## src/sv/md5bc_pkg.sv

```systemverilog
`timescale 1ns / 1ps
// ----------------------------------------------------------------------------
// MD5 block compression package
// Shared widths, register indexes, queue entry and status types, the sine
// constant table, the rotate table and the MD5 step functions.
// ----------------------------------------------------------------------------
package md5bc_pkg;

    localparam int WORD_W      = 32;
    localparam int IDX_W       = 4;
    localparam int STEP_W      = 6;
    localparam int CFG_INDEX_W = 8;

    localparam int QUEUE_DEPTH_DEF = 4;

    localparam logic [STEP_W-1:0] LAST_STEP = 6'd63;
    localparam logic [IDX_W-1:0]  LAST_WORD = 4'd15;

    // Configuration register indexes.
    localparam logic [CFG_INDEX_W-1:0] CFG_INIT_A = 8'd0;
    localparam logic [CFG_INDEX_W-1:0] CFG_INIT_B = 8'd1;
    localparam logic [CFG_INDEX_W-1:0] CFG_INIT_C = 8'd2;
    localparam logic [CFG_INDEX_W-1:0] CFG_INIT_D = 8'd3;

    // Standard MD5 initial chaining words.
    localparam logic [WORD_W-1:0] IV_A = 32'h67452301;
    localparam logic [WORD_W-1:0] IV_B = 32'hefcdab89;
    localparam logic [WORD_W-1:0] IV_C = 32'h98badcfe;
    localparam logic [WORD_W-1:0] IV_D = 32'h10325476;

    typedef struct packed {
        logic [WORD_W-1:0] word;
        logic              start;
        logic [IDX_W-1:0]  index;
        logic              last;
    } md5bc_entry_t;

    typedef enum logic [1:0] {
        BACK_COLLECT,
        BACK_LOAD,
        BACK_STEP,
        BACK_FINISH
    } md5bc_back_state_t;

    typedef struct packed {
        md5bc_back_state_t state;
        logic [STEP_W-1:0] step;
    } md5bc_status_t;

    localparam logic [WORD_W-1:0] SINE_TAB [64] = '{
        32'hd76aa478, 32'he8c7b756, 32'h242070db, 32'hc1bdceee,
        32'hf57c0faf, 32'h4787c62a, 32'ha8304613, 32'hfd469501,
        32'h698098d8, 32'h8b44f7af, 32'hffff5bb1, 32'h895cd7be,
        32'h6b901122, 32'hfd987193, 32'ha679438e, 32'h49b40821,
        32'hf61e2562, 32'hc040b340, 32'h265e5a51, 32'he9b6c7aa,
        32'hd62f105d, 32'h02441453, 32'hd8a1e681, 32'he7d3fbc8,
        32'h21e1cde6, 32'hc33707d6, 32'hf4d50d87, 32'h455a14ed,
        32'ha9e3e905, 32'hfcefa3f8, 32'h676f02d9, 32'h8d2a4c8a,
        32'hfffa3942, 32'h8771f681, 32'h6d9d6122, 32'hfde5380c,
        32'ha4beea44, 32'h4bdecfa9, 32'hf6bb4b60, 32'hbebfbc70,
        32'h289b7ec6, 32'heaa127fa, 32'hd4ef3085, 32'h04881d05,
        32'hd9d4d039, 32'he6db99e5, 32'h1fa27cf8, 32'hc4ac5665,
        32'hf4292244, 32'h432aff97, 32'hab9423a7, 32'hfc93a039,
        32'h655b59c3, 32'h8f0ccc92, 32'hffeff47d, 32'h85845dd1,
        32'h6fa87e4f, 32'hfe2ce6e0, 32'ha3014314, 32'h4e0811a1,
        32'hf7537e82, 32'hbd3af235, 32'h2ad7d2bb, 32'heb86d391
    };

    localparam logic [4:0] ROT_TAB [16] = '{
        5'd7, 5'd12, 5'd17, 5'd22, 5'd5, 5'd9, 5'd14, 5'd20,
        5'd4, 5'd11, 5'd16, 5'd23, 5'd6, 5'd10, 5'd15, 5'd21
    };

    // Message word used by a step; all arithmetic is modulo sixteen.
    function automatic logic [IDX_W-1:0] msg_index(input logic [STEP_W-1:0] step);
        logic [IDX_W-1:0] lo;
        logic [IDX_W-1:0] res;
        lo = step[IDX_W-1:0];
        unique case (step[5:4])
            2'd0:    res = lo;
            2'd1:    res = lo * 4'd5 + 4'd1;
            2'd2:    res = lo * 4'd3 + 4'd5;
            default: res = lo * 4'd7;
        endcase
        return res;
    endfunction

    function automatic logic [WORD_W-1:0] round_fn(input logic [1:0] rnd,
                                                   input logic [WORD_W-1:0] b,
                                                   input logic [WORD_W-1:0] c,
                                                   input logic [WORD_W-1:0] d);
        logic [WORD_W-1:0] res;
        unique case (rnd)
            2'd0:    res = (b & c) | (~b & d);
            2'd1:    res = (b & d) | (c & ~d);
            2'd2:    res = b ^ c ^ d;
            default: res = c ^ (b | ~d);
        endcase
        return res;
    endfunction

    function automatic logic [WORD_W-1:0] rotl(input logic [WORD_W-1:0] x,
                                               input logic [4:0] s);
        logic [2*WORD_W-1:0] wide;
        wide = {x, x} << s;
        return wide[2*WORD_W-1:WORD_W];
    endfunction

endpackage

```

## src/sv/md5bc_in_if.sv

```systemverilog
`timescale 1ns / 1ps
// ----------------------------------------------------------------------------
// MD5 message word channel
// Valid/ready channel carrying one message word and its start flag.
// ----------------------------------------------------------------------------
interface md5bc_in_if;
    import md5bc_pkg::*;

    logic              valid;
    logic              ready;
    logic [WORD_W-1:0] message_word;
    logic              start_message;

    modport source (output valid, output message_word, output start_message, input ready);
    modport sink   (input valid, input message_word, input start_message, output ready);
endinterface

```

## src/sv/md5bc_out_if.sv

```systemverilog
`timescale 1ns / 1ps
// ----------------------------------------------------------------------------
// MD5 digest channel
// Valid/ready channel carrying the four updated chaining words.
// ----------------------------------------------------------------------------
interface md5bc_out_if;
    import md5bc_pkg::*;

    logic              valid;
    logic              ready;
    logic [WORD_W-1:0] digest_a;
    logic [WORD_W-1:0] digest_b;
    logic [WORD_W-1:0] digest_c;
    logic [WORD_W-1:0] digest_d;

    modport source (output valid, output digest_a, output digest_b, output digest_c,
                    output digest_d, input ready);
    modport sink   (input valid, input digest_a, input digest_b, input digest_c,
                    input digest_d, output ready);
endinterface

```

## src/sv/md5bc_cfg_if.sv

```systemverilog
`timescale 1ns / 1ps
// ----------------------------------------------------------------------------
// MD5 configuration write channel
// Valid/ready channel carrying a register index and its write data.
// ----------------------------------------------------------------------------
interface md5bc_cfg_if;
    import md5bc_pkg::*;

    logic                   valid;
    logic                   ready;
    logic [CFG_INDEX_W-1:0] index;
    logic [WORD_W-1:0]      data;

    modport source (output valid, output index, output data, input ready);
    modport sink   (input valid, input index, input data, output ready);
endinterface

```

## src/sv/md5bc_front.sv

```systemverilog
`timescale 1ns / 1ps
// ----------------------------------------------------------------------------
// MD5 front end
// Accepts message words, tracks the word position within the block and
// tags each word with its slot, a start mark and a block-complete mark.
// ----------------------------------------------------------------------------
module md5bc_front (
    input  logic                    clk,
    input  logic                    rst_n,
    md5bc_in_if.sink                msg,
    output logic                    push_valid,
    input  logic                    push_ready,
    output md5bc_pkg::md5bc_entry_t push_entry
);
    import md5bc_pkg::*;

    logic [IDX_W-1:0] word_cnt_reg;
    logic [IDX_W-1:0] word_cnt_next;
    logic [IDX_W-1:0] slot;

    // A start flag discards any partial block, so the word lands in slot zero.
    assign slot = msg.start_message ? '0 : word_cnt_reg;

    assign msg.ready          = push_ready;
    assign push_valid         = msg.valid;
    assign push_entry.word    = msg.message_word;
    assign push_entry.start   = msg.start_message;
    assign push_entry.index   = slot;
    assign push_entry.last    = (slot == LAST_WORD);
    assign word_cnt_next      = slot + 4'd1;

    always_ff @(posedge clk or negedge rst_n)
    begin
        if (!rst_n)
        begin
            word_cnt_reg <= '0;
        end
        else if (msg.valid && push_ready)
        begin
            word_cnt_reg <= word_cnt_next;
        end
    end
endmodule

```

## src/sv/md5bc_queue.sv

```systemverilog
`timescale 1ns / 1ps
// ----------------------------------------------------------------------------
// MD5 word queue
// Small first-in first-out buffer between the front end and the round engine.
// ----------------------------------------------------------------------------
module md5bc_queue #(
    parameter int DEPTH = md5bc_pkg::QUEUE_DEPTH_DEF
) (
    input  logic                    clk,
    input  logic                    rst_n,
    input  logic                    push_valid,
    output logic                    push_ready,
    input  md5bc_pkg::md5bc_entry_t push_entry,
    output logic                    pop_valid,
    input  logic                    pop_ready,
    output md5bc_pkg::md5bc_entry_t pop_entry
);
    import md5bc_pkg::*;

    localparam int PTR_W = $clog2(DEPTH);
    localparam int CNT_W = $clog2(DEPTH + 1);
    localparam logic [PTR_W-1:0] PTR_LAST = PTR_W'(DEPTH - 1);
    localparam logic [CNT_W-1:0] CNT_FULL = CNT_W'(DEPTH);

    md5bc_entry_t     slots_reg [DEPTH];
    logic [PTR_W-1:0] wr_ptr_reg;
    logic [PTR_W-1:0] rd_ptr_reg;
    logic [CNT_W-1:0] count_reg;
    logic             do_push;
    logic             do_pop;

    assign push_ready = (count_reg != CNT_FULL);
    assign pop_valid  = (count_reg != '0);
    assign pop_entry  = slots_reg[rd_ptr_reg];
    assign do_push    = push_valid && push_ready;
    assign do_pop     = pop_valid && pop_ready;

    always_ff @(posedge clk)
    begin
        if (do_push)
        begin
            slots_reg[wr_ptr_reg] <= push_entry;
        end
    end

    always_ff @(posedge clk or negedge rst_n)
    begin
        if (!rst_n)
        begin
            wr_ptr_reg <= '0;
            rd_ptr_reg <= '0;
            count_reg  <= '0;
        end
        else
        begin
            if (do_push)
            begin
                wr_ptr_reg <= (wr_ptr_reg == PTR_LAST) ? '0 : wr_ptr_reg + 1'b1;
            end
            if (do_pop)
            begin
                rd_ptr_reg <= (rd_ptr_reg == PTR_LAST) ? '0 : rd_ptr_reg + 1'b1;
            end
            if (do_push && !do_pop)
            begin
                count_reg <= count_reg + 1'b1;
            end
            else if (do_pop && !do_push)
            begin
                count_reg <= count_reg - 1'b1;
            end
        end
    end
endmodule

```

## src/sv/md5bc_back.sv

```systemverilog
`timescale 1ns / 1ps
// ----------------------------------------------------------------------------
// MD5 round engine
// Stores block words, holds the configuration and chaining words, runs the
// 64 steps one per cycle and presents the updated chaining value.
// ----------------------------------------------------------------------------
module md5bc_back (
    input  logic                     clk,
    input  logic                     rst_n,
    input  logic                     pop_valid,
    output logic                     pop_ready,
    input  md5bc_pkg::md5bc_entry_t  pop_entry,
    md5bc_cfg_if.sink                cfg,
    md5bc_out_if.source              digest,
    output md5bc_pkg::md5bc_status_t status
);
    import md5bc_pkg::*;

    md5bc_back_state_t state_reg;
    md5bc_back_state_t state_next;

    logic [WORD_W-1:0] init_a_reg, init_b_reg, init_c_reg, init_d_reg;
    logic [WORD_W-1:0] cv_a_reg, cv_b_reg, cv_c_reg, cv_d_reg;
    logic [WORD_W-1:0] wa_reg, wb_reg, wc_reg, wd_reg;
    logic [WORD_W-1:0] pre_reg;
    logic [WORD_W-1:0] block_words_reg [16];
    logic [STEP_W-1:0] step_reg;
    logic              out_valid_reg;
    logic [WORD_W-1:0] out_a_reg, out_b_reg, out_c_reg, out_d_reg;

    logic              pop_fire;
    logic              load_out;
    logic [STEP_W-1:0] pre_step;
    logic [WORD_W-1:0] pre_a;
    logic [WORD_W-1:0] pre_next;
    logic [WORD_W-1:0] mix;
    logic [WORD_W-1:0] new_b;
    logic [WORD_W-1:0] sum_a, sum_b, sum_c, sum_d;

    assign pop_fire = pop_valid && pop_ready;
    assign cfg.ready = 1'b1;

    // The addend a + K + M of the next step is prepared and registered ahead of
    // that step; the next step's a is the current d.
    assign pre_step = (state_reg == BACK_LOAD) ? '0 : step_reg + 6'd1;
    assign pre_a    = (state_reg == BACK_LOAD) ? cv_a_reg : wd_reg;
    assign pre_next = pre_a + SINE_TAB[pre_step] + block_words_reg[msg_index(pre_step)];

    assign mix   = round_fn(step_reg[5:4], wb_reg, wc_reg, wd_reg) + pre_reg;
    assign new_b = wb_reg + rotl(mix, ROT_TAB[{step_reg[5:4], step_reg[1:0]}]);

    assign sum_a = cv_a_reg + wa_reg;
    assign sum_b = cv_b_reg + wb_reg;
    assign sum_c = cv_c_reg + wc_reg;
    assign sum_d = cv_d_reg + wd_reg;

    assign digest.valid    = out_valid_reg;
    assign digest.digest_a = out_a_reg;
    assign digest.digest_b = out_b_reg;
    assign digest.digest_c = out_c_reg;
    assign digest.digest_d = out_d_reg;

    assign status.state = state_reg;
    assign status.step  = step_reg;

    always_ff @(posedge clk or negedge rst_n)
    begin
        if (!rst_n)
        begin
            state_reg <= BACK_COLLECT;
        end
        else
        begin
            state_reg <= state_next;
        end
    end

    always_comb
    begin
        state_next = state_reg;
        pop_ready  = 1'b0;
        load_out   = 1'b0;
        unique case (state_reg)
            BACK_COLLECT:
            begin
                pop_ready = 1'b1;
                if (pop_valid && pop_entry.last)
                begin
                    state_next = BACK_LOAD;
                end
            end
            BACK_LOAD:
            begin
                state_next = BACK_STEP;
            end
            BACK_STEP:
            begin
                if (step_reg == LAST_STEP)
                begin
                    state_next = BACK_FINISH;
                end
            end
            BACK_FINISH:
            begin
                if (!out_valid_reg || digest.ready)
                begin
                    load_out   = 1'b1;
                    state_next = BACK_COLLECT;
                end
            end
            default:
            begin
                state_next = BACK_COLLECT;
            end
        endcase
    end

    always_ff @(posedge clk)
    begin
        if (pop_fire)
        begin
            block_words_reg[pop_entry.index] <= pop_entry.word;
        end
    end

    always_ff @(posedge clk or negedge rst_n)
    begin
        if (!rst_n)
        begin
            init_a_reg    <= IV_A;
            init_b_reg    <= IV_B;
            init_c_reg    <= IV_C;
            init_d_reg    <= IV_D;
            cv_a_reg      <= IV_A;
            cv_b_reg      <= IV_B;
            cv_c_reg      <= IV_C;
            cv_d_reg      <= IV_D;
            step_reg      <= '0;
            out_valid_reg <= 1'b0;
        end
        else
        begin
            if (cfg.valid)
            begin
                unique case (cfg.index)
                    CFG_INIT_A: init_a_reg <= cfg.data;
                    CFG_INIT_B: init_b_reg <= cfg.data;
                    CFG_INIT_C: init_c_reg <= cfg.data;
                    CFG_INIT_D: init_d_reg <= cfg.data;
                    default:    ;
                endcase
            end

            if (pop_fire && pop_entry.start)
            begin
                cv_a_reg <= init_a_reg;
                cv_b_reg <= init_b_reg;
                cv_c_reg <= init_c_reg;
                cv_d_reg <= init_d_reg;
            end
            else if (load_out)
            begin
                cv_a_reg <= sum_a;
                cv_b_reg <= sum_b;
                cv_c_reg <= sum_c;
                cv_d_reg <= sum_d;
            end

            if (state_reg == BACK_LOAD)
            begin
                step_reg <= '0;
            end
            else if (state_reg == BACK_STEP)
            begin
                step_reg <= step_reg + 6'd1;
            end

            if (load_out)
            begin
                out_valid_reg <= 1'b1;
            end
            else if (digest.ready)
            begin
                out_valid_reg <= 1'b0;
            end
        end
    end

    always_ff @(posedge clk)
    begin
        if (state_reg == BACK_LOAD)
        begin
            wa_reg  <= cv_a_reg;
            wb_reg  <= cv_b_reg;
            wc_reg  <= cv_c_reg;
            wd_reg  <= cv_d_reg;
            pre_reg <= pre_next;
        end
        else if (state_reg == BACK_STEP)
        begin
            wa_reg  <= wd_reg;
            wb_reg  <= new_b;
            wc_reg  <= wb_reg;
            wd_reg  <= wc_reg;
            pre_reg <= pre_next;
        end
        if (load_out)
        begin
            out_a_reg <= sum_a;
            out_b_reg <= sum_b;
            out_c_reg <= sum_c;
            out_d_reg <= sum_d;
        end
    end
endmodule

```

## src/sv/md5_block_compression_top.sv

```systemverilog
`timescale 1ns / 1ps
// ----------------------------------------------------------------------------
// MD5 block compression top level
// Buffers a padded message sixteen words at a time, runs the MD5 compression
// on each full block and emits the updated chaining value.
// ----------------------------------------------------------------------------
//
// Channel  Direction  Beat carries
// -------  ---------  -----------------------------------------------------
// msg      in         message_word (32 bits, first byte in 7:0), start_message
// cfg      in         index (register number 0..3), data (initial chaining word)
// digest   out        digest_a, digest_b, digest_c, digest_d
//
// Each word passes through the combinational front end into the queue. The
// sixteenth word of a block starts the round engine, which loads the
// working words, runs the 64 steps (one step per cycle) and then adds into
// the chaining value; the engine takes no further words while it runs, so
// the single shared step unit sets the block rate.
// While the engine runs, the queue takes up to QUEUE_DEPTH further words.
// Reset restores the standard initial words in both the configuration and the
// chaining value and empties the queue. The result waits in an output register;
// a stalled digest channel holds the engine only when the next block finishes.
//
module md5_block_compression_top #(
    parameter int QUEUE_DEPTH = md5bc_pkg::QUEUE_DEPTH_DEF
) (
    input  logic         clk,
    input  logic         rst_n,
    md5bc_in_if.sink     msg,
    md5bc_cfg_if.sink    cfg,
    md5bc_out_if.source  digest
);
    import md5bc_pkg::*;

    // Front end to queue.
    logic          push_valid;
    logic          push_ready;
    md5bc_entry_t  push_entry;

    // Queue to round engine.
    logic          pop_valid;
    logic          pop_ready;
    md5bc_entry_t  pop_entry;

    md5bc_status_t status;

    // The front end numbers the words; a start flag forces slot zero.
    md5bc_front u_front (
        .clk        (clk),
        .rst_n      (rst_n),
        .msg        (msg),
        .push_valid (push_valid),
        .push_ready (push_ready),
        .push_entry (push_entry)
    );

    // The queue decouples word intake from the 64-step compression.
    md5bc_queue #(
        .DEPTH (QUEUE_DEPTH)
    ) u_queue (
        .clk        (clk),
        .rst_n      (rst_n),
        .push_valid (push_valid),
        .push_ready (push_ready),
        .push_entry (push_entry),
        .pop_valid  (pop_valid),
        .pop_ready  (pop_ready),
        .pop_entry  (pop_entry)
    );

    // The round engine owns the block store, the chaining value and the
    // configuration registers.
    md5bc_back u_back (
        .clk       (clk),
        .rst_n     (rst_n),
        .pop_valid (pop_valid),
        .pop_ready (pop_ready),
        .pop_entry (pop_entry),
        .cfg       (cfg),
        .digest    (digest),
        .status    (status)
    );

`ifndef NO_ASSERTIONS
    // A word that completes a block must sit in the final slot.
    a_last_slot : assert property (@(posedge clk) disable iff (!rst_n)
        push_valid && push_entry.last |-> push_entry.index == LAST_WORD)
        else $error("block-complete word not in the final slot");

    // A start word always opens a fresh block.
    a_start_slot : assert property (@(posedge clk) disable iff (!rst_n)
        push_valid && push_entry.start |-> push_entry.index == '0)
        else $error("start word not placed in slot zero");

    // The final step hands over to the chaining update.
    a_step_end : assert property (@(posedge clk) disable iff (!rst_n)
        status.state == BACK_STEP && status.step == LAST_STEP |=> status.state == BACK_FINISH)
        else $error("round engine did not finish after the last step");

    // A new digest only appears out of the chaining update.
    a_digest_source : assert property (@(posedge clk) disable iff (!rst_n)
        $rose(digest.valid) |-> $past(status.state == BACK_FINISH))
        else $error("digest raised outside the chaining update");
`endif
endmodule

```

## src/flat_wrapper.sv

```systemverilog
// flat-port wrapper written by rule: the top's interface ports become plain ports
module md5_block_compression_top_flat import md5bc_pkg::*;
#(
    parameter int QUEUE_DEPTH = md5bc_pkg::QUEUE_DEPTH_DEF
)
  (clk, rst_n, msg_valid, msg_message_word, msg_start_message, msg_ready, cfg_valid, cfg_index, cfg_data, cfg_ready, digest_valid, digest_digest_a, digest_digest_b, digest_digest_c, digest_digest_d, digest_ready);
  md5bc_in_if msg_i ();
  md5bc_cfg_if cfg_i ();
  md5bc_out_if digest_i ();
  input  logic clk;
  input  logic rst_n;
  input wire logic [$bits(msg_i.valid)-1:0] msg_valid;
  input wire logic [$bits(msg_i.message_word)-1:0] msg_message_word;
  input wire logic [$bits(msg_i.start_message)-1:0] msg_start_message;
  output wire logic [$bits(msg_i.ready)-1:0] msg_ready;
  input wire logic [$bits(cfg_i.valid)-1:0] cfg_valid;
  input wire logic [$bits(cfg_i.index)-1:0] cfg_index;
  input wire logic [$bits(cfg_i.data)-1:0] cfg_data;
  output wire logic [$bits(cfg_i.ready)-1:0] cfg_ready;
  output wire logic [$bits(digest_i.valid)-1:0] digest_valid;
  output wire logic [$bits(digest_i.digest_a)-1:0] digest_digest_a;
  output wire logic [$bits(digest_i.digest_b)-1:0] digest_digest_b;
  output wire logic [$bits(digest_i.digest_c)-1:0] digest_digest_c;
  output wire logic [$bits(digest_i.digest_d)-1:0] digest_digest_d;
  input wire logic [$bits(digest_i.ready)-1:0] digest_ready;
  assign msg_i.valid = msg_valid;
  assign msg_i.message_word = msg_message_word;
  assign msg_i.start_message = msg_start_message;
  assign msg_ready = msg_i.ready;
  assign cfg_i.valid = cfg_valid;
  assign cfg_i.index = cfg_index;
  assign cfg_i.data = cfg_data;
  assign cfg_ready = cfg_i.ready;
  assign digest_valid = digest_i.valid;
  assign digest_digest_a = digest_i.digest_a;
  assign digest_digest_b = digest_i.digest_b;
  assign digest_digest_c = digest_i.digest_c;
  assign digest_digest_d = digest_i.digest_d;
  assign digest_i.ready = digest_ready;
  md5_block_compression_top #(.QUEUE_DEPTH(QUEUE_DEPTH)) u_core (.clk(clk), .rst_n(rst_n), .msg(msg_i), .cfg(cfg_i), .digest(digest_i));
endmodule
```

## config.mk

```make
export PLATFORM = sky130hd
export DESIGN_NAME = md5_block_compression_top_flat
export DESIGN_NICKNAME = d
export VERILOG_FILES = /design/src/sv/md5bc_pkg.sv /design/src/sv/md5bc_in_if.sv /design/src/sv/md5bc_out_if.sv /design/src/sv/md5bc_cfg_if.sv /design/src/sv/md5bc_front.sv /design/src/sv/md5bc_queue.sv /design/src/sv/md5bc_back.sv /design/src/sv/md5_block_compression_top.sv /design/src/flat_wrapper.sv
export SDC_FILE = /design/constraint.sdc
export NUM_CORES = 2
export LEC_CHECK = 0
export BUFFER_PORTS_ARGS = -buffer_cell sky130_fd_sc_hd__buf_2
export CORE_MARGIN = 5
export CORE_UTILIZATION = 43
export CTS_BUF_LIST = sky130_fd_sc_hd__clkbuf_16
export DETAILED_ROUTE_END_ITERATION = 6
export PLACE_DENSITY_LB_ADDON = 0.15
export SETUP_SLACK_MARGIN = 0.5
export SLEW_MARGIN = 20
export SYNTH_ARGS = -nofsm -noshare
export SYNTH_HDL_FRONTEND = slang
export SYNTH_SLANG_ARGS = --single-unit
```

## constraint.sdc

```tcl
create_clock -name clk -period 6.96 [get_ports clk]
set_input_delay 1.044 -clock clk [delete_from_list [all_inputs] [get_ports clk]]
set_output_delay 1.044 -clock clk [all_outputs]
set_load 0.05 [all_outputs]
```

Word level (Yosys, flattened, before mapping)
Memory sizes are Yosys's and may differ from the RTL's.
Cells that the tools add are included.
- register bits after elaboration: 564
- bits in latches: 0
- RAM bits: 664
- bits in read-only memories: 2128
- memories kept: 4
- memories (memory ; depth ; bits a word ; read ports ; clocked after memory_dff ; wr ports ; line ; source):
    (name not given) ; 64 ; 32 ; 1 ; 0 ; 0 ; md5bc_back.sv:47 ; assign pre_next = pre_a + SINE_TAB[pre_step] + block_words_reg[msg_index(pre_step)];
    u_core.u_back.block_words_reg ; 16 ; 32 ; 1 ; 0 ; 1 ; md5bc_back.sv:26 ; logic [WORD_W-1:0] block_words_reg [16];
    u_core.u_queue.slots_reg ; 4 ; 38 ; 1 ; 0 ; 1 ; md5bc_queue.sv:25 ; md5bc_entry_t slots_reg [DEPTH];
    (name not given) ; 16 ; 5 ; 1 ; 0 ; 0 ; md5bc_back.sv:50 ; assign new_b = wb_reg + rotl(mix, ROT_TAB[{step_reg[5:4], step_reg[1:0]}]);
- add/subtract/negate cells: 16
- multiply operators: 3
- div/mod/pow operators: 0
- $lt $le $gt $ge: 2
- equality and inequality tests: 18
- shifts and indexed selects: 1
- multiplexer cells: 46
- bitwise gates (word level): 14
- reduce and logical (&&, ||, !) cells: 24
- operator list (operator ; number):
    2-to-1 mux 32 bit ; 21
    adder 32 bit ; 8
    AND 32 bit ; 4
    bitwise OR 32 bit ; 3
    one-hot mux 32 bit (3 select lines) ; 1
    XOR 32 bit ; 3
    NOT 32 bit ; 2
    left shift 64 x 5 -> 64 bit ; 1
    2-to-1 mux 6 bit ; 3
    equality test 8 x 2 -> 1 bit (second input constant) ; 2
    equality test 2 bit (second input constant) ; 6
    one-hot mux 4 bit (3 select lines) ; 1
    2-to-1 mux 2 bit ; 5
    2-to-1 mux 5 bit ; 2
    2-to-1 mux 1 bit ; 9
    adder 4 x 1 -> 4 bit (second input constant) ; 2
    equality test 8 x 1 -> 1 bit (second input constant) ; 1
    zero test 8 bit ; 1
    multiplier 4 x 3 -> 4 bit (second input constant) ; 2
    one-hot mux 2 bit (4 select lines) ; 1
    AND reduction 2 bit ; 4
    nonzero test 2 bit ; 4
    >= comparator 7 bit (second input constant) ; 1
    NOT 6 -> 7 bit ; 1
    21 further kinds ; 36

Longest topological paths before layout
- depth in word-level cells: 10
- depth in mapped cells: 36
- gate-level depth less buffers: 31

Cells and area by module
Synthesis repeated with hierarchy kept, for this count alone.
- cell total of the unflattened synthesis: 5364
- area, all modules: 65796.9 um^2
- by module, submodules not included (module ; times used ; cells an instance ; area each (um^2)):
    md5bc_back ; 1 ; 5073 ; 59400.7
    md5bc_queue ; 1 ; 235 ; 5915.7
    md5bc_front ; 1 ; 56 ; 480.5

Worst setup path before layout
Ideal clock, no wire load.
- path kind: register -> register
- start point: register u_core.u_back.step_reg[0]
- end point: register u_core.u_back.pre_reg[31] (data pin)
- setup time: 260 ps
- arrival: 7385 ps
- path slack: -685 ps
- cell stages (with the launch flop): 32
- clock period less this slack: 7645 ps
- path through: dfrtp_1 > inv_1 > ha_1 > buf_2 > or2_2 > clkbuf_1 > inv_1 > ha_1 > clkbuf_1 > inv_1 > fa_1 > inv_1 > mux4_2 > clkbuf_1 > buf_1 > a211oi_1 > a21oi_1 > fa_1 > ha_1 > inv_1 > fa_1 > nor2b_1 > o21ai_0 > a21boi_0 > o21ai_0 > nand4_1 > a41o_1 > a211oi_1 > o31ai_1 > a21o_1 > a21oi_1 > xnor2_1
- longest elaborated chain between the ends: 10
- elaborated cells between the ends (all ways): 20
- RTL lines (element ; line ; source):
    start: declaration ; md5bc_back.sv:27 ; logic [STEP_W-1:0] step_reg;
    start signal: assignment ; md5bc_back.sv:175 ; step_reg <= step_reg + 6'd1;
    adder 6 x 1 -> 6 bit (*) ; md5bc_back.sv:45 ; assign pre_step = (state_reg == BACK_LOAD) ? '0 : step_reg + 6'd1;
    2-to-1 mux 6 bit (*) ; md5bc_back.sv:45 ;
    via u_core.u_back.pre_step[1] ; md5bc_back.sv:33 ; logic [STEP_W-1:0] pre_step;
    branches (longest 5 deep; another with memory (16 x 32 bit)) ; - ;
    adder 32 bit (*) ; md5bc_back.sv:47 ;
    via u_core.u_back.pre_next[31] ; md5bc_back.sv:35 ; logic [WORD_W-1:0] pre_next;
    2-to-1 mux 32 bit ; md5bc_back.sv:199 ; else if (state_reg == BACK_STEP)
    2-to-1 mux 32 bit (*) ; md5bc_back.sv:191 ; if (state_reg == BACK_LOAD)
    end signal: assignment ; md5bc_back.sv:197 ; pre_reg <= pre_next;
    end signal: assignment ; md5bc_back.sv:205 ; pre_reg <= pre_next;
    end: declaration ; md5bc_back.sv:25 ; logic [WORD_W-1:0] pre_reg;
Mark *: on every way through the listed nets, which the timed path passes. The select of a mux whose other input is x is not followed.
A chain may end at the register's enable or synchronous reset.

Worst setup path after layout
- start point: register u_core.u_back.step_reg[4]
- end point: register u_core.u_back.wb_reg[31] (data pin)
- longest elaborated chain between the ends: 8
- elaborated cells between the ends (all ways): 13
- RTL lines (element ; line ; source):
    branches (longest 4 deep; another with adder 32 bit) ; - ;
    left shift 64 x 5 -> 64 bit (*) ; md5bc_pkg.sv:105 ; wide = {x, x} << s;
    adder 32 bit (*) ; md5bc_back.sv:50 ;
    2-to-1 mux 32 bit (*) ; md5bc_back.sv:199 ;
    2-to-1 mux 32 bit (*) ; md5bc_back.sv:191 ;
    end signal: assignment ; md5bc_back.sv:194 ; wb_reg <= cv_b_reg;
    end signal: assignment ; md5bc_back.sv:202 ; wb_reg <= new_b;
    end: declaration ; md5bc_back.sv:24 ; logic [WORD_W-1:0] wa_reg, wb_reg, wc_reg, wd_reg;
Mark *: on every way between the ends. The select of a mux whose other input is x is not followed.

==> flow_metrics.py <==
metrics = {
    "routing": {
        "drtPass1Iterations": 5,
        "drt_iter0_markers": 4119,
        "wirelength_mm": 211,
        "drc": 0,
        "vias": 48300,
        "via_per_inst": 5.83,
        "postRouteAntennaNets": 0,
        "wl_per_cell_microns": 25.5,
    },
    "logic_synthesis": {
        "avgSynthCellArea_sq_um": 12.1,
        "synth_fp_nets": 5820,
        "synth-main-ff-cell": "edfxtp_1",
        "synthArstFlopShare_pct": 22.5,
        "yosysTopAreaCellShare_pct": 43.4,
        "synth.area.mux_share_pct": 12.1,
        "synth_edf_count": 952,
        "synth_xor_area_share_pct": 3.17,
        "synth_warnings": 0,
        "ys_seq_area_share_pct": 54.1,
        "synth_simple_gate_area_share_pct": 8.84,
        "synth_fa_ha_area_share_pct": 6.30,
        "synthTopCellsByArea": "edfxtp_1, mux4_2, dfrtp_1, dfstp_2, ha_1",
        "ys_ff_latch": 1228,
        "synth_top_area_cell": "edfxtp_1",
        "netlist_area_sq_um": 65900,
        "ys_types": 102,
        "synthCells": 5435,
        "synth-compound-area-share_pct": 12.9,
        "synth_top_family_by_area": "compound AO/OA/AOI/OAI gates",
    },
    "clocking": {
        "ctsLongestPathBuffers": 3,
        "cts_sinks": 1228,
        "numCtsBuffers": 138,
        "cts_tree": "yes",
        "path_clk_slew_ns": 0.06,
        "hold_buffers": 0,
        "ctsHtreeMaxLevel": 4,
        "cts_root_buf": "clkbuf_16",
        "clk_latency_ns": 0.80,
    },
    "global_route": {
        "grt_pass1_vias": 47300,
        "grt_first_pass_wirelength_mm": 310,
        "gr-usage-all-layers_pct": 25.3,
        "overflow": 0,
        "antenna_found_initial": 11,
        "grt_start_max_net_pins": 168,
    },
    "cells_and_area": {
        "fill_cells": 13200,
        "final_common_cell": "edfxtp_1",
        "drive_above_1_share_pct": 31.6,
        "post-route-util_pct": 53.0,
        "nets": 6520,
        "largest_register_ffs": 512,
        "design_area_sq_um": 80600,
        "syn_to_final_growth_pct": 22.3,
        "layout_common_cells": "edfxtp_1, buf_4, nand2_1",
    },
    "setup_path": {
        "cp.required_ns": 7.46,
        "cp-start-kind": "flop",
        "reg2reg_depth": 34,
        "cp_data_arrival_time_ns": 7.49,
        "crit_slowest_cell": "or4_4",
        "critPathMaxStageDelay_ns": 0.52,
        "r2r-end": "u_core.u_back.wb_reg[31]$_DFFE_PP_",
        "critPathKind": "flop to flop",
        "end_kind": "flop",
        "r2r_setup_slack_ns": -0.03,
        "worst-path-max-fanout": 13,
        "critical_path.startpoint": "u_core.u_back.step_reg[4]$_DFFE_PN0P_",
        "r2r-start": "u_core.u_back.step_reg[4]$_DFFE_PN0P_",
        "crit_path_end": "u_core.u_back.wb_reg[31]$_DFFE_PP_",
    },
    "timing": {
        "worstMarginPinSlew_ns": 1.12,
        "fmax_ghz": 0.143,
        "fin_crit_ns": 6.99,
        "finalWorstSetupSlack_ns": -0.0312,
        "rsz0062_at_grt": "true",
        "holdWs_ns": 0.180,
        "hold_viol_final": 0,
        "period_share_pct": 100,
        "slew_headroom_pct": 25.3,
        "drv_slew": 0,
        "setup_viol": 3,
        "fin_worst_skew_ns": 0.0724,
    },
    "placement": {
        "place_congestion": 0.959,
        "place_area_sq_um": 73100,
        "io_buffers": 207,
        "hpwl_mm": 150,
    },
    "job": {
        "maxCapViolCount": 0,
    },
    "floorplanning": {
        "rows": 143,
        "die_w_microns": 402,
        "core_area_sq_um": 152000,
        "die_y_microns": 402,
        "dieArea_sq_um": 161000,
        "io_pins": 209,
        "start_util_pct": 43.3,
    },
    "worst_hold_path": {
        "hp-class": "input pin to asynchronous set/reset pin",
    },
    "status": {
        "status": "finished with violations",
        "violations": "setup timing",
    },
    "power": {
        "p_leak_nw": 31.5,
        "powerDensity_nw_per_um2": 556,
        "irDropWorstVdd_uv": 561,
    },
}
synthesized netlist by cell type, types with 12 or more instances:
library cell  count
a211oi_1         81
a21boi_0         12
a21o_1          100
a21oi_1         323
a311oi_1         20
a31oi_1         161
and3_1           42
buf_1            34
buf_2            14
clkbuf_1        216
dfrtp_1         148
dfstp_2         128
edfxtp_1        952
fa_1             42
ha_1            265
inv_1           164
mux2_2          241
mux2i_1         146
mux4_2          167
nand2_1         526
nand2b_1         34
nand3_1          94
nand4_1          25
nor2_1          386
nor2b_1          19
nor3_1           69
o211ai_1         32
o21a_1           49
o21ai_0         336
o21ai_1          16
o21bai_1         29
o221ai_1         12
o311ai_0         16
o31ai_1          24
or2_2            48
or3_1            29
xnor2_1         182
xor2_1           54
metrics by stage:
step | worst slack [ns] | power, W | cells | TNS [ns]
floorplan | 0.478 | 0.0242 | 5435 | 0
global placement | -0.239 | 0.0337 | 7905 | -1.75
detailed placement | -0.424 | 0.0339 | 7905 | -4.65
CTS | -0.0902 | 0.0429 | 8226 | -0.110
global route | -0.290 | 0.0474 | 8281 | -1.97
finish | -0.0312 | 0.0448 | 8281 | -0.0587
timing repair:
item                                    CTS  global route
setup buffers                            59            53
endpoints found under the setup margin   35            35
resized for setup                       197           232
cloned                                    7             1
pin swaps                                92           114
final cells by class:
cell class	count	area [sq um]	area share, %
timing repair buffer	837	6570	8.15
inverter	168	643	0.798
multi-input combinational	3762	30700	38.0
antenna	1	2.50	0.00310
clock inverter	116	1060	1.31
tap	2030	2540	3.15
clock buffer	139	3480	4.31
sequential	1228	35700	44.2
metal layers:
metal / GRT usage (%) / share of wire [%]
met5: 0 / 0
met4: 6.39 / 2.7
met3: 3.82 / 6.0
met2: 42.0 / 48
met1: 35.2 / 43
worst max-delay path, delay by kind of cell (launching register included):
kind / cells / cell delay [ns]
AOI/OAI and AO/OA: 16 / 2.77
and+or+nand+nor: 9 / 1.52
buffers and inverters: 5 / 0.84
adders and majority gates: 2 / 0.62
DFF: 1 / 0.51
muxes: 2 / 0.42
where the power goes:
part           leakage, nW  internal, W  total (W)  switching [W]
Clock                 2.28      0.00401    0.00719        0.00318
Sequential            12.0      0.00964     0.0104       0.000742
Combinational         17.2       0.0126     0.0273         0.0147
Total                 31.5       0.0262     0.0448         0.0186
cells by family (layout without fill, tap and decap cells):
group                      after synthesis  after routing
AOI/OAI and AO/OA                     1340           1340
xor gates and xnor gates               237            237
adders and majority gates              307            307
buffers and inverters                  445           1260
DFF                                   1228           1228
muxes                                  557            557
other                                    1              2
and+or+nand+nor                       1320           1320
worst min-delay path by stage:
stage,startpoint,to,slack (ns)
floorplan,u_core.u_back.init_c_reg[31]$_DFFE_PN1P_,u_core.u_back.cv_c_reg[31]$_DFFE_PN1P_,0.44
global placement,u_core.u_back.init_c_reg[31]$_DFFE_PN1P_,u_core.u_back.cv_c_reg[31]$_DFFE_PN1P_,0.45
detailed placement,u_core.u_back.init_c_reg[31]$_DFFE_PN1P_,u_core.u_back.cv_c_reg[31]$_DFFE_PN1P_,0.46
CTS,rst_n,u_core.u_front.word_cnt_reg[2]$_DFFE_PN0P_,0.15
global route,rst_n,u_core.u_queue.wr_ptr_reg[0]$_DFFE_PN0P_,0.17
finish,rst_n,u_core.u_front.word_cnt_reg[2]$_DFFE_PN0P_,0.18
(Power assumes the default switching activity.)
